[config.mk]
export PLATFORM = sky130hd
export DESIGN_NAME = rgcb_adj
export DESIGN_NICKNAME = d
export VERILOG_FILES = /design/src/hw/rtl/rgb_gamma_contrast_brightness_assert.svh /design/src/hw/rtl/rgcb_pkg.sv /design/src/hw/rtl/rgcb_adj.sv
export SDC_FILE = /design/constraint.sdc
export NUM_CORES = 1
export LEC_CHECK = 0
export ABC_AREA = 1
export BUFFER_PORTS_ARGS = -buffer_cell sky130_fd_sc_hd__buf_2
export CAP_MARGIN = 20
export CORE_ASPECT_RATIO = 0.75
export CORE_MARGIN = 3
export CORE_UTILIZATION = 40
export CTS_CLUSTER_DIAMETER = 200
export DETAILED_ROUTE_END_ITERATION = 8
export SYNTH_ARGS = -nofsm -noshare
export SYNTH_HDL_FRONTEND = slang
export SYNTH_SLANG_ARGS = --single-unit
[constraint.sdc]
create_clock -name clk_i -period 6.4 [get_ports clk_i]
set_input_delay 0.64 -clock clk_i [delete_from_list [all_inputs] [get_ports clk_i]]
set_output_delay 0.64 -clock clk_i [all_outputs]
set_load 0.1 [all_outputs]
[src/hw/rtl/rgb_gamma_contrast_brightness_assert.svh]
// Assertion shorthands shared by the RTL.
`ifndef RGB_GAMMA_CONTRAST_BRIGHTNESS_ASSERT_SVH
`define RGB_GAMMA_CONTRAST_BRIGHTNESS_ASSERT_SVH

// Check a property on every clock edge outside reset.
`define RGCB_ASSERT(lbl, prop, msg) \
  lbl: assert property (@(posedge clk_i) disable iff (!rst_ni) prop) else $error(msg);

// Check that a condition implies another one on the next edge.
`define RGCB_ASSERT_NEXT(lbl, pre, post, msg) \
  lbl: assert property (@(posedge clk_i) disable iff (!rst_ni) (pre) |=> (post)) \
    else $error(msg);

`endif

[src/hw/rtl/rgcb_pkg.sv]
package rgcb_pkg;

  localparam int FracBits = 20;
  localparam int LogSteps = FracBits;
  localparam int ExpSteps = FracBits;
  localparam int Hundred  = 100;

  localparam logic [9:0]  EOne      = 10'd256;
  localparam logic [15:0] Recip100  = 16'd41943;
  localparam logic [30:0] TOne      = 31'h4000_0000;
  localparam logic [14:0] ValMax    = 15'd32767;

  // Register indexes on the configuration port
  typedef enum logic [1:0] {
    RegGamma    = 2'd0,
    RegContrast = 2'd1,
    RegBright   = 2'd2,
    RegDepth    = 2'd3
  } cfg_reg_e;

  localparam logic [1:0] Depth30 = 2'd0;
  localparam logic [1:0] Depth24 = 2'd1;

  typedef struct packed {
    logic [15:0] n;
    logic [23:0] lg;
  } rgcb_log_t;

  typedef logic [9:0] eq8_tab_t [256];

  function automatic logic [63:0] isqrt64(logic [63:0] x);
    logic [63:0] res;
    logic [63:0] bt;
    logic [63:0] xr;
    res = '0;
    bt  = 64'd1 << 62;
    xr  = x;
    for (int k = 0; k < 32; k++) begin
      if (xr >= res + bt) begin
        xr  = xr - (res + bt);
        res = (res >> 1) + bt;
      end else begin
        res = res >> 1;
      end
      bt = bt >> 2;
    end
    return res;
  endfunction

  // 2^(-2^-i) in Q1.30
  function automatic logic [30:0] exp_c(int i);
    logic [63:0] c;
    c = 64'd1 << 29;
    for (int k = 1; k <= FracBits; k++) begin
      if (k <= i) begin
        c = isqrt64(c << 30);
      end
    end
    return c[30:0];
  endfunction

  // log2(32767) in Q4.20
  function automatic logic [23:0] log_max();
    logic [63:0] m;
    logic [19:0] f;
    m = 64'(ValMax) << 16;
    f = '0;
    for (int k = 0; k < FracBits; k++) begin
      m = (m * m) >> 30;
      f = {f[18:0], 1'b0};
      if (m >= (64'd1 << 31)) begin
        m = m >> 1;
        f[0] = 1'b1;
      end
    end
    return {4'd14, f};
  endfunction

  localparam logic [23:0] LogMax = log_max();

  // Exponent 1 + gamma/100 in Q2.8, rounded
  function automatic eq8_tab_t eq8_tab();
    eq8_tab_t tab;
    int val;
    for (int g = 0; g < 256; g++) begin
      val = 256 + (g * 256 + 50) / Hundred;
      tab[g] = 10'(val);
    end
    return tab;
  endfunction

endpackage

[src/hw/rtl/rgcb_adj.sv]
module rgcb_adj (
  input  logic        clk_i,
  input  logic        rst_ni,
  input  logic        en_i,
  input  logic        valid_i,
  input  logic [15:0] g_i,
  input  logic [7:0]  contrast_i,
  input  logic [7:0]  bright_i,
  output logic        valid_o,
  output logic [15:0] y_o
);
  import rgcb_pkg::*;

  logic [3:0]  v_q;
  logic [23:0] x_q;
  logic [23:0] x2_q;
  logic [17:0] q_q;
  logic [17:0] q3_q;
  logic        hi_q;
  logic [15:0] y_q;

  logic [39:0] xr;
  logic [24:0] q100;
  logic [23:0] rem;
  logic [18:0] c19;
  logic [15:0] cl;
  logic [8:0]  off;
  logic signed [18:0] s;
  logic [15:0] y_d;

  // Divide by 100: reciprocal estimate, then one correction
  assign xr   = x_q * Recip100;
  assign q100 = q_q * 7'd100;
  assign rem  = x2_q - q100[23:0];

  always_comb begin
    c19 = 19'(q3_q) + 19'(hi_q);
    cl  = (c19 > 19'd65535) ? 16'hFFFF : c19[15:0];
    off = {1'b0, bright_i} - 9'd100;
    s   = $signed({3'b0, cl}) + $signed({{2{off[8]}}, off, 8'b0});
    if (s < 0) begin
      y_d = '0;
    end else if (s > 19'sd65535) begin
      y_d = 16'hFFFF;
    end else begin
      y_d = s[15:0];
    end
  end

  always_ff @(posedge clk_i or negedge rst_ni) begin
    if (!rst_ni) begin
      v_q <= '0;
    end else if (en_i) begin
      v_q <= {v_q[2:0], valid_i};
    end
  end

  always_ff @(posedge clk_i) begin
    if (en_i) begin
      x_q  <= g_i * contrast_i;
      x2_q <= x_q;
      q_q  <= xr[39:22];
      q3_q <= q_q;
      hi_q <= rem >= 24'd100;
      y_q  <= y_d;
    end
  end

  assign valid_o = v_q[3];
  assign y_o     = y_q;

endmodule

==> flow_metrics.env, run 1 <==
export IMPL_port_buffers=52
export IMPL_finalHoldViolations=0
export IMPL_syn_mean_instance_area_sq_um=8.62
export IMPL_tns_ns=0
export IMPL_layout_drive_gt1_share_pct=3.89
export IMPL_drtPass1Iterations=5
export IMPL_async_flop_share_pct=3.88
export IMPL_cts_tree="done"
export IMPL_crit_type="reg2reg"
export IMPL_wirelength_um=47300
export IMPL_grt_pass1_wl_um=78800
export IMPL_fin_nets=2873
export IMPL_vias=14300
export IMPL_grt_antenna_before_repair=2
export IMPL_worstPathRequired_ns=6.55
export IMPL_grt_setup_unrepaired="no"
export IMPL_hpwl_um=41600
export IMPL_avgRoutedWirePerCell_um=16.4
export IMPL_die_height_um=196
export IMPL_synthCells=2225
export IMPL_grt_ovfl_total=0
export IMPL_worst_path_max_fanout=9
export IMPL_startpoint="x_q[9]"
export IMPL_r2r_end="q_q[6]"
export IMPL_end_kind="flip-flop"
export IMPL_setup_viol=0
export IMPL_regToRegSetupSlack_ns=0.67
export IMPL_post_cts_resize_count=0
export IMPL_cts_hold_fix_buffers=0
export IMPL_grt_max_degree=65
export IMPL_via_per_inst=4.95
export IMPL_pin_count=53
export IMPL_cts_buffer_depth=2
export IMPL_cp_start_kind="flip-flop"
export IMPL_post_cts_buffers=0
export IMPL_start_util_pct=41.0
export IMPL_status="finished clean"
export IMPL_maxSlewHeadroom_pct=38.0
export IMPL_grt_pass1_vias=15000
export IMPL_drtAntennaViolNets=0
export IMPL_synth_seq_cells=103
export IMPL_crit_slowest_cell="edfxtp_1"
export IMPL_numCtsBuffers=9
export IMPL_max_freq_mhz=174
export IMPL_drc=0
export IMPL_clock_sinks=103
export IMPL_design_core_area_sq_um=46700
export IMPL_synth_warning_count=0
export IMPL_synth_edff_count=99
export IMPL_mappedNetlistArea_sq_um=19200
export IMPL_cp_arrival_ns=5.88
export IMPL_final_common_cell="inv_1"
export IMPL_rr_worst_depth=16
export IMPL_max_cap_violations=0
export IMPL_final_cell_mix="inv_1 (500), nand2_1 (434), ha_1 (318), fa_1 (262), nor2_1 (140)"
export IMPL_crit_path_max_incr_delay_ns=0.63
export IMPL_skew_ns=0.0152
export IMPL_critical_path_cell_chain="ha_1, fa_1, fa_1, fa_1, inv_1, fa_1, inv_1, fa_1, ha_1, a21oi_1, o21ai_0, a21oi_1, a21boi_0, nor2_1, nor2_1, xnor2_1"
export IMPL_row_count=68
export IMPL_drv_slew=0
export IMPL_synth_main_ff_cell="edfxtp_1"
export IMPL_die_x_um=259
export IMPL_die_area_sq_um=50600
export IMPL_syn_nets=2841
export IMPL_grt_usage_pct=19.6
export IMPL_hold_path_class="in2async"
export IMPL_htree_levels=3
export IMPL_place_gp_congestion=0.916
export IMPL_cts_clk_slew_worst_paths_ns=0.07
export IMPL_tightest_slew_ns=0.925
export IMPL_critPathCapture="q_q[6]"
export IMPL_crit_path_frequent_cell="fa_1"
export IMPL_period_share_pct=89.6
export IMPL_clock_latency_ns=0.38
export IMPL_root_buffer="clkbuf_16"
export IMPL_ys_seq_area_share_pct=16.0
export IMPL_diodes=0
export IMPL_post_route_min_period_ns=5.73
export IMPL_yosysUniqueCellTypes=50
export IMPL_worstReg2RegStart="x_q[9]"
export IMPL_drt_iter0_drc=845
export IMPL_syn_to_final_growth_pct=6.49
[metal layers]
metal	vias to the layer above	global-route usage [%]	part of all wire, %
met4	2	3.11	1.1
met3	36	1.94	3.4
li1	7061	-	-
met2	267	33.2	47
met5	-	0	0.017
met1	6962	27.6	49
[worst max-delay path, delay by kind of cell (launching register included)]
| family | cells | cell delay, ns |
|---|---|---|
| fa+ha+maj | 7 | 3.28 |
| xor+xnor | 1 | 0.23 |
| flops | 1 | 0.63 |
| simple gates | 2 | 0.23 |
| buf+inv | 2 | 0.11 |
| compound gates | 4 | 1.00 |
[sequential cells by signal (all words and copies together) (netlist names)]
name and cells:
x_q 24, q_q 18, hi_q 1, x2_q 22, q3_q 18, y_o 16, v_q 4
[cells by family (layout without fill, tap and decap cells)]
family / Yosys count / after routing / share of synthesized area (%)
flip-flops: 103 / 103 / 16.0
AND/OR/NAND/NOR: 703 / 703 / 15.1
XOR/XNOR: 84 / 84 / 3.84
multiplexers: 2 / 2 / 0.117
adder cells (fa/ha/maj): 580 / 580 / 48.1
AO/OA/AOI/OAI: 218 / 218 / 6.22
buffers and inverters: 535 / 572 / 10.5
[synthesized netlist by cell type (all sizes together) (3+ instances only)]
cell type  number  area [sq um]
o211ai          3          22.5
nor4            9          62.6
or2             3          21.3
nand3b          3          22.5
nand4          23           150
a21o           12          90.1
nand3          64           325
o21ai          63           315
a21boi          3          22.5
xnor2          34           298
nor3           12          60.1
and2            4          25.0
nor3b           4          35.0
edfxtp         99          2970
a31oi          12          75.1
fa            262          5250
nor2          142           538
clkbuf         32           123
xor2           50           438
ha            318          3980
nand2         438          1650
a21oi         113           569
dfrtp           4           100
inv           501          1880
[metrics by stage]
stage          std cells  hold WS, ns  setup WS [ns]  instance area, sq um  util (%)
2_1_floorplan       2225        0.344           1.36                 19200         -
3_3_place_gp        2876        0.446          0.699                 20100      43.0
3_5_place_dp        2876        0.452          0.729                 20100      43.0
4_1_cts             2892       0.0411          0.695                 20400      43.7
5_1_grt             2892       0.0450          0.380                 20400      43.7
6_report            2892       0.0556          0.667                 20400      43.7
[final cells by class]
| type | instances | area, sq um |
|---|---|---|
| clock buffers | 9 | 225 |
| clock inverters | 7 | 86.3 |
| fillers | 4619 | 26300 |
| inverters | 501 | 1880 |
| multi-input cells | 1587 | 14100 |
| flip-flops and latches | 103 | 3070 |
| well taps | 630 | 788 |
| repair buffers | 55 | 285 |
[worst min-delay path by stage]
| stage | startpoint | to | depth (start not counted) |
|---|---|---|---|
| after floorplan | rst_ni | v_q[0] | 0 |
| after global routing | rst_ni | v_q[0] | 1 |
| final | rst_ni | v_q[2] | 1 |
| after CTS | rst_ni | v_q[2] | 1 |
| after detailed placement | rst_ni | v_q[1] | 1 |
| after global placement | rst_ni | v_q[0] | 1 |
Power of run 1 is not shown: default switching activity piles up to over one toggle a cycle in this logic, so the estimate is an artifact.
==> inputs of run 2 (changes only) <==
--- a/config.mk
+++ b/config.mk
@@ -5,7 +5,6 @@
 export SDC_FILE = /design/constraint.sdc
 export NUM_CORES = 1
 export LEC_CHECK = 0
-export ABC_AREA = 1
 export BUFFER_PORTS_ARGS = -buffer_cell sky130_fd_sc_hd__buf_2
 export CAP_MARGIN = 20
 export CORE_ASPECT_RATIO = 0.75
@@ -13,6 +12,7 @@
 export CORE_UTILIZATION = 40
 export CTS_CLUSTER_DIAMETER = 200
 export DETAILED_ROUTE_END_ITERATION = 8
+export PLACE_DENSITY_LB_ADDON = 0.15
 export SYNTH_ARGS = -nofsm -noshare
 export SYNTH_HDL_FRONTEND = slang
 export SYNTH_SLANG_ARGS = --single-unit
==> run 2 against run 1 <==
Critical path depth rose by 2. Hold slack got worse by 0.0075 ns. Sequential cell count did not move. Critical path type unchanged. Via count fell by 20%. Routed wire length fell by 20%. Core utilization rose by 0.65 points. Setup slack got worse by 0.31 ns. Clock skew fell by 0.0025 ns.
==> flow_metrics.env, run 2 <==
export IMPL_status="finished clean"
export IMPL_skew_ns=0.0127
export IMPL_synth_warning_count=0
export IMPL_row_count=65
export IMPL_drtAntennaViolNets=0
export IMPL_grt_setup_unrepaired="no"
export IMPL_max_cap_violations=0
export IMPL_async_flop_share_pct=3.88
export IMPL_postLayoutCoreUtil_pct=44.3
export IMPL_drv_slew=0
export IMPL_yosys_area_top_type_share_pct=30.0
export IMPL_root_buffer="clkbuf_16"
export IMPL_cp_arrival_ns=6.17
export IMPL_design_core_area_sq_um=42600
export IMPL_vias=11400
export IMPL_diodes=0
export IMPL_yosysUniqueCellTypes=66
export IMPL_grt_pass1_wl_um=62300
export IMPL_syn_nets=2269
export IMPL_setup_viol=0
export IMPL_grt_max_degree=69
export IMPL_die_area_sq_um=46300
export IMPL_clock_latency_ns=0.39
export IMPL_placed_cell_area_sq_um=18500
export IMPL_cp_start_kind="flip-flop"
export IMPL_place_gp_congestion=0.826
export IMPL_grt_pass1_vias=11600
export IMPL_path_buf_inv=2
export IMPL_cp_depth=18
export IMPL_synth_seq_cells=103
export IMPL_synth_main_ff_cell="edfxtp_1"
export IMPL_yosysMostFrequentCell="inv_1"
export IMPL_tns_ns=0
export IMPL_numCtsBuffers=9
export IMPL_multi_input_area_sq_um=13100
export IMPL_syn_to_final_growth_pct=7.94
export IMPL_post_cts_resize_count=0
export IMPL_max_freq_mhz=166
export IMPL_rr_worst_depth=18
export IMPL_critical_path_cell_chain="ha_1, fa_1, fa_1, fa_1, inv_1, fa_1, inv_1, fa_1, ha_1, nand4_1, nor2_1, nand3_1, o31ai_2, a41oi_4, a21oi_2, a31o_1, a41oi_2, xnor2_1"
export IMPL_drc=0
export IMPL_cts_clk_slew_worst_paths_ns=0.08
export IMPL_fillers=4064
export IMPL_final_cell_mix="inv_1 (336), ha_1 (318), fa_1 (262), nand2_1 (102), edfxtp_1 (99)"
export IMPL_hpwl_um=32600
export IMPL_final_common_cell="inv_1"
export IMPL_clock_sinks=103
export IMPL_max_flop_register="x_q"
export IMPL_worst_path_max_fanout=9
export IMPL_die_x_um=248
export IMPL_htree_levels=3
export IMPL_cts_buffer_depth=2
export IMPL_cp_top_family="adder cells"
export IMPL_grt_ovfl_total=0
export IMPL_post_route_min_period_ns=6.04
export IMPL_grt_antenna_before_repair=0
export IMPL_hold_path_class="in2async"
export IMPL_drtPass1Iterations=5
export IMPL_period_share_pct=94.4
export IMPL_crit_type="reg2reg"
export IMPL_synth_edff_count=99
export IMPL_reg_top3="x_q: 24 flops, x2_q: 22 flops"
export IMPL_syn_mean_instance_area_sq_um=10.6
export IMPL_grt_usage_pct=17.2
export IMPL_largest_reg_flops=24
export IMPL_cts_tree="done"
export IMPL_avgRoutedWirePerCell_um=16.4
export IMPL_finalHoldViolations=0
export IMPL_cts_hold_fix_buffers=0
export IMPL_maxSlewHeadroom_pct=36.6
export IMPL_start_util_pct=41.1
export IMPL_drt_iter0_drc=523
export IMPL_synth_top_cells_by_count="inv_1 (336), ha_1 (318), fa_1 (262)"
export IMPL_ys_seq_area_share_pct=17.6
export IMPL_end_kind="flip-flop"
export IMPL_worstPathRequired_ns=6.53
export IMPL_die_height_um=187
export IMPL_finish_instance_area_sq_um=18900
export IMPL_synthTopCellsByArea="fa_1 (30%), ha_1 (23%), edfxtp_1 (17%)"
export IMPL_crit_path_max_incr_delay_ns=0.69
export IMPL_port_buffers=52
export IMPL_tightest_slew_ns=0.951
export IMPL_mappedNetlistArea_sq_um=17500
export IMPL_pin_count=53
export IMPL_post_cts_buffers=0
export IMPL_crit_path_frequent_cell="fa_1"
export IMPL_layout_drive_gt1_share_pct=6.82
export IMPL_synth_top_area_cell="fa_1"
export IMPL_fin_nets=2340
export IMPL_register_area_sq_um=3070
export IMPL_via_per_inst=4.97
export IMPL_wirelength_um=37800
export IMPL_synthCells=1653
export IMPL_crit_slowest_cell="edfxtp_1"
==> run 2: cell types whose count changed in the layout (fill, tap and decap cells not counted), moves of 16 or more <==
cell and delta:
o21ai_0 -32, a21o_1 +16, buf_4 +19, xor2_1 -19, a21oi_1 -40, xnor2_1 +22, nor2_1 -96, inv_1 -164
nand2_1 -332, and2_1 +61, nand3_1 -45
==> run 2: area by class of cell <==
type / instances / area share, %
Clock buffer: 9 / 1.19
Clock inverter: 7 / 0.430
Inverter: 336 / 6.67
Multi-Input combinational cell: 1200 / 69.4
Sequential cell: 103 / 16.3
Tap cell: 569 / 3.77
Timing Repair Buffer: 74 / 2.26
==> run 2: final timing paths <==
path / from / end / slack, ns
setup / recovery: x_q[12] / q_q[15] / 0.36
hold / removal: rst_ni / v_q[3] / 0.05
setup reg to reg: x_q[12] / q_q[15] / 0.36
hold reg to reg: v_q[3] / v_q[3] / 0.51
max in group asynchronous: rst_ni / v_q[2] / 6.24
min in group clk_i: valid_i / v_q[0] / 0.49
==> run 2: worst reg2reg max path: stages (launching register included) <==
cell and delay [ns]:
edfxtp_1 0.69, ha_1 0.37, fa_1 0.58, fa_1 0.44
fa_1 0.50, inv_1 0.06, fa_1 0.53, inv_1 0.05
fa_1 0.47, ha_1 0.36, nand4_1 0.14, nor2_1 0.17
nand3_1 0.14, o31ai_2 0.32, a41oi_4 0.11, a21oi_2 0.34
a31o_1 0.25, a41oi_2 0.14, xnor2_1 0.14
==> run 2: through the flow <==
stage                     instances  hold WS (ns)  setup slack, ns
after floorplan                1653         0.344            0.842
after global placement         2272         0.444            0.429
after detailed placement       2272         0.449            0.330
after CTS                      2288        0.0226            0.300
after global routing           2298        0.0299           0.0407
final                          2298        0.0481            0.358
==> run 2: routing by layer <==
metal	vias up	global-route usage [%]	part of all wire [%]
li1	5602	-	-
met2	124	23.2	40
met3	12	3.32	3.9
met1	5693	28.3	55
met4	0	2.60	0.65
met5	-	0	0
==> run 2: logic make-up after synthesis <==
group / count (synthesis) / share of synthesized area [%]
xor+xnor: 87 / 4.35
flops: 103 / 17.6
mux: 7 / 0.436
buf+inv: 350 / 7.52
simple gates: 312 / 9.06
compound gates: 214 / 8.40
fa+ha+maj: 580 / 52.7
Power of run 2 is left out for the same reason.
==> inputs of run 3 (changes only) <==
--- a/config.mk
+++ b/config.mk
@@ -13,6 +13,7 @@
 export CTS_CLUSTER_DIAMETER = 200
 export DETAILED_ROUTE_END_ITERATION = 8
 export PLACE_DENSITY_LB_ADDON = 0.15
+export RECOVER_POWER = 50
 export SYNTH_ARGS = -nofsm -noshare
 export SYNTH_HDL_FRONTEND = slang
 export SYNTH_SLANG_ARGS = --single-unit
==> run 3 against run 2 <==
Fmax up 0.10%. Final cell count unchanged. Non-clock buffer count unchanged. Highest routed layer unchanged. Largest cell class unchanged. Setup slack better by 0.0061 ns. Clock skew about the same. First-iteration DRC count down 2.7%. Via count about the same. The flow now finishes with violations (capacitance limit, slew limit). Die area unchanged.
==> flow_metrics.env, run 3 (same netlist as run 2, synthesis figures left out) <==
export IMPL_crit_path_frequent_cell="fa_1"
export IMPL_grt_antenna_before_repair=0
export IMPL_max_flop_register="x_q"
export IMPL_htree_levels=3
export IMPL_grt_ovfl_total=0
export IMPL_layout_drive_gt1_share_pct=5.15
export IMPL_grt_max_degree=69
export IMPL_drtPass1Iterations=5
export IMPL_grt_pass1_vias=11600
export IMPL_design_core_area_sq_um=42600
export IMPL_critical_path_cell_chain="ha_1, fa_1, fa_1, fa_1, inv_1, fa_1, inv_1, fa_1, ha_1, nand4_1, nor2_1, nand3_1, o31ai_2, a41oi_4, a21oi_2, a31o_1, a41oi_2, xnor2_1"
export IMPL_post_cts_buffers=0
export IMPL_largest_reg_flops=24
export IMPL_final_common_cell="inv_1"
export IMPL_reg_top3="x_q: 24 flops, x2_q: 22 flops"
export IMPL_worstPathRequired_ns=6.53
export IMPL_cp_top_family="adder cells"
export IMPL_violations="capacitance limit, slew limit"
export IMPL_setup_viol=0
export IMPL_fin_nets=2340
export IMPL_cts_buffer_depth=2
export IMPL_row_count=65
export IMPL_status="finished with violations"
export IMPL_place_gp_congestion=0.826
export IMPL_wirelength_um=37800
export IMPL_clock_sinks=103
export IMPL_end_kind="flip-flop"
export IMPL_placed_cells=2272
export IMPL_syn_to_final_growth_pct=7.57
export IMPL_post_route_min_period_ns=6.04
export IMPL_diodes=0
export IMPL_crit_slowest_cell="edfxtp_1"
export IMPL_cp_start_kind="flip-flop"
export IMPL_period_share_pct=94.3
export IMPL_fillers=4075
export IMPL_grt_usage_pct=17.2
export IMPL_grt_setup_unrepaired="no"
export IMPL_via_per_inst=4.98
export IMPL_avgRoutedWirePerCell_um=16.4
export IMPL_stdcell_count=2298
export IMPL_start_util_pct=41.1
export IMPL_die_area_sq_um=46300
export IMPL_hpwl_um=32600
export IMPL_die_height_um=187
export IMPL_cp_arrival_ns=6.17
export IMPL_cts_hold_fix_buffers=0
export IMPL_numCtsBuffers=9
export IMPL_maxSlewHeadroom_pct=-35.0
export IMPL_final_cell_mix="inv_1 (336), ha_1 (318), fa_1 (262), nand2_1 (102), edfxtp_1 (99)"
export IMPL_cts_tree="done"
export IMPL_tightest_slew_ns=2.02
export IMPL_pin_count=53
export IMPL_finalHoldViolations=0
export IMPL_skew_ns=0.0127
export IMPL_path_buf_inv=2
export IMPL_holdWs_ns=0.0733
export IMPL_grt_pass1_wl_um=62300
export IMPL_crit_path_max_incr_delay_ns=0.69
export IMPL_max_cap_violations=2
export IMPL_worst_path_max_fanout=9
export IMPL_drt_iter0_drc=509
export IMPL_drtAntennaViolNets=0
export IMPL_crit_type="reg2reg"
export IMPL_die_x_um=248
export IMPL_tns_ns=0
export IMPL_port_buffers=52
export IMPL_clock_latency_ns=0.38
export IMPL_post_cts_resize_count=0
export IMPL_root_buffer="clkbuf_16"
export IMPL_vias=11400
export IMPL_drv_slew=106
export IMPL_cts_clk_slew_worst_paths_ns=0.08
export IMPL_max_freq_mhz=166
export IMPL_drc=0
export IMPL_hold_path_class="in2async"
## run 3: path summary, 6_finish.rpt
check,startpoint,to,slack (ns),depth (start not counted)
hold / removal,rst_ni,v_q[3],0.07,1
hold reg to reg,v_q[1],v_q[2],0.51,1
max in group asynchronous,rst_ni,v_q[2],6.15,1
min in group clk_i,valid_i,v_q[0],0.49,2
setup / recovery,x_q[12],q_q[15],0.36,18
setup reg to reg,x_q[12],q_q[15],0.36,18
## run 3: metal layers
layer,GRT usage [%],wire (um),vias up
met5,0,0,-
met4,2.60,244,0
met3,3.32,1540,12
met2,23.2,15100,130
met1,28.3,20900,5691
li1,-,-,5603
## run 3: cell type report
class	instances	area, sq um	share of cell area (%)
clock buffers	9	225	1.20
clock inverters	7	81.3	0.432
inverters	336	1260	6.70
multi-input cells	1200	13100	69.6
flip-flops and latches	103	3070	16.3
well taps	569	712	3.78
repair buffers	74	364	1.93
## run 3: metrics by stage
stage	worst slack, ns	util (%)	instance area [sq um]
2_1_floorplan	0.842	-	17500
3_3_place_gp	0.429	43.5	18500
3_5_place_dp	0.330	43.5	18500
4_1_cts	0.300	44.2	18800
5_1_grt	0.0407	44.2	18800
6_report	0.364	44.2	18800
## run 3: worst register-to-register path, stage by stage (launching register included)
cell      delay [ns]
edfxtp_1        0.69
ha_1            0.37
fa_1            0.58
fa_1            0.44
fa_1            0.50
inv_1           0.06
fa_1            0.53
inv_1           0.05
fa_1            0.47
ha_1            0.36
nand4_1         0.14
nor2_1          0.17
nand3_1         0.14
o31ai_2         0.32
a41oi_4         0.11
a21oi_2         0.34
a31o_1          0.25
a41oi_2         0.14
xnor2_1         0.14
Power of run 3 is left out for the same reason.
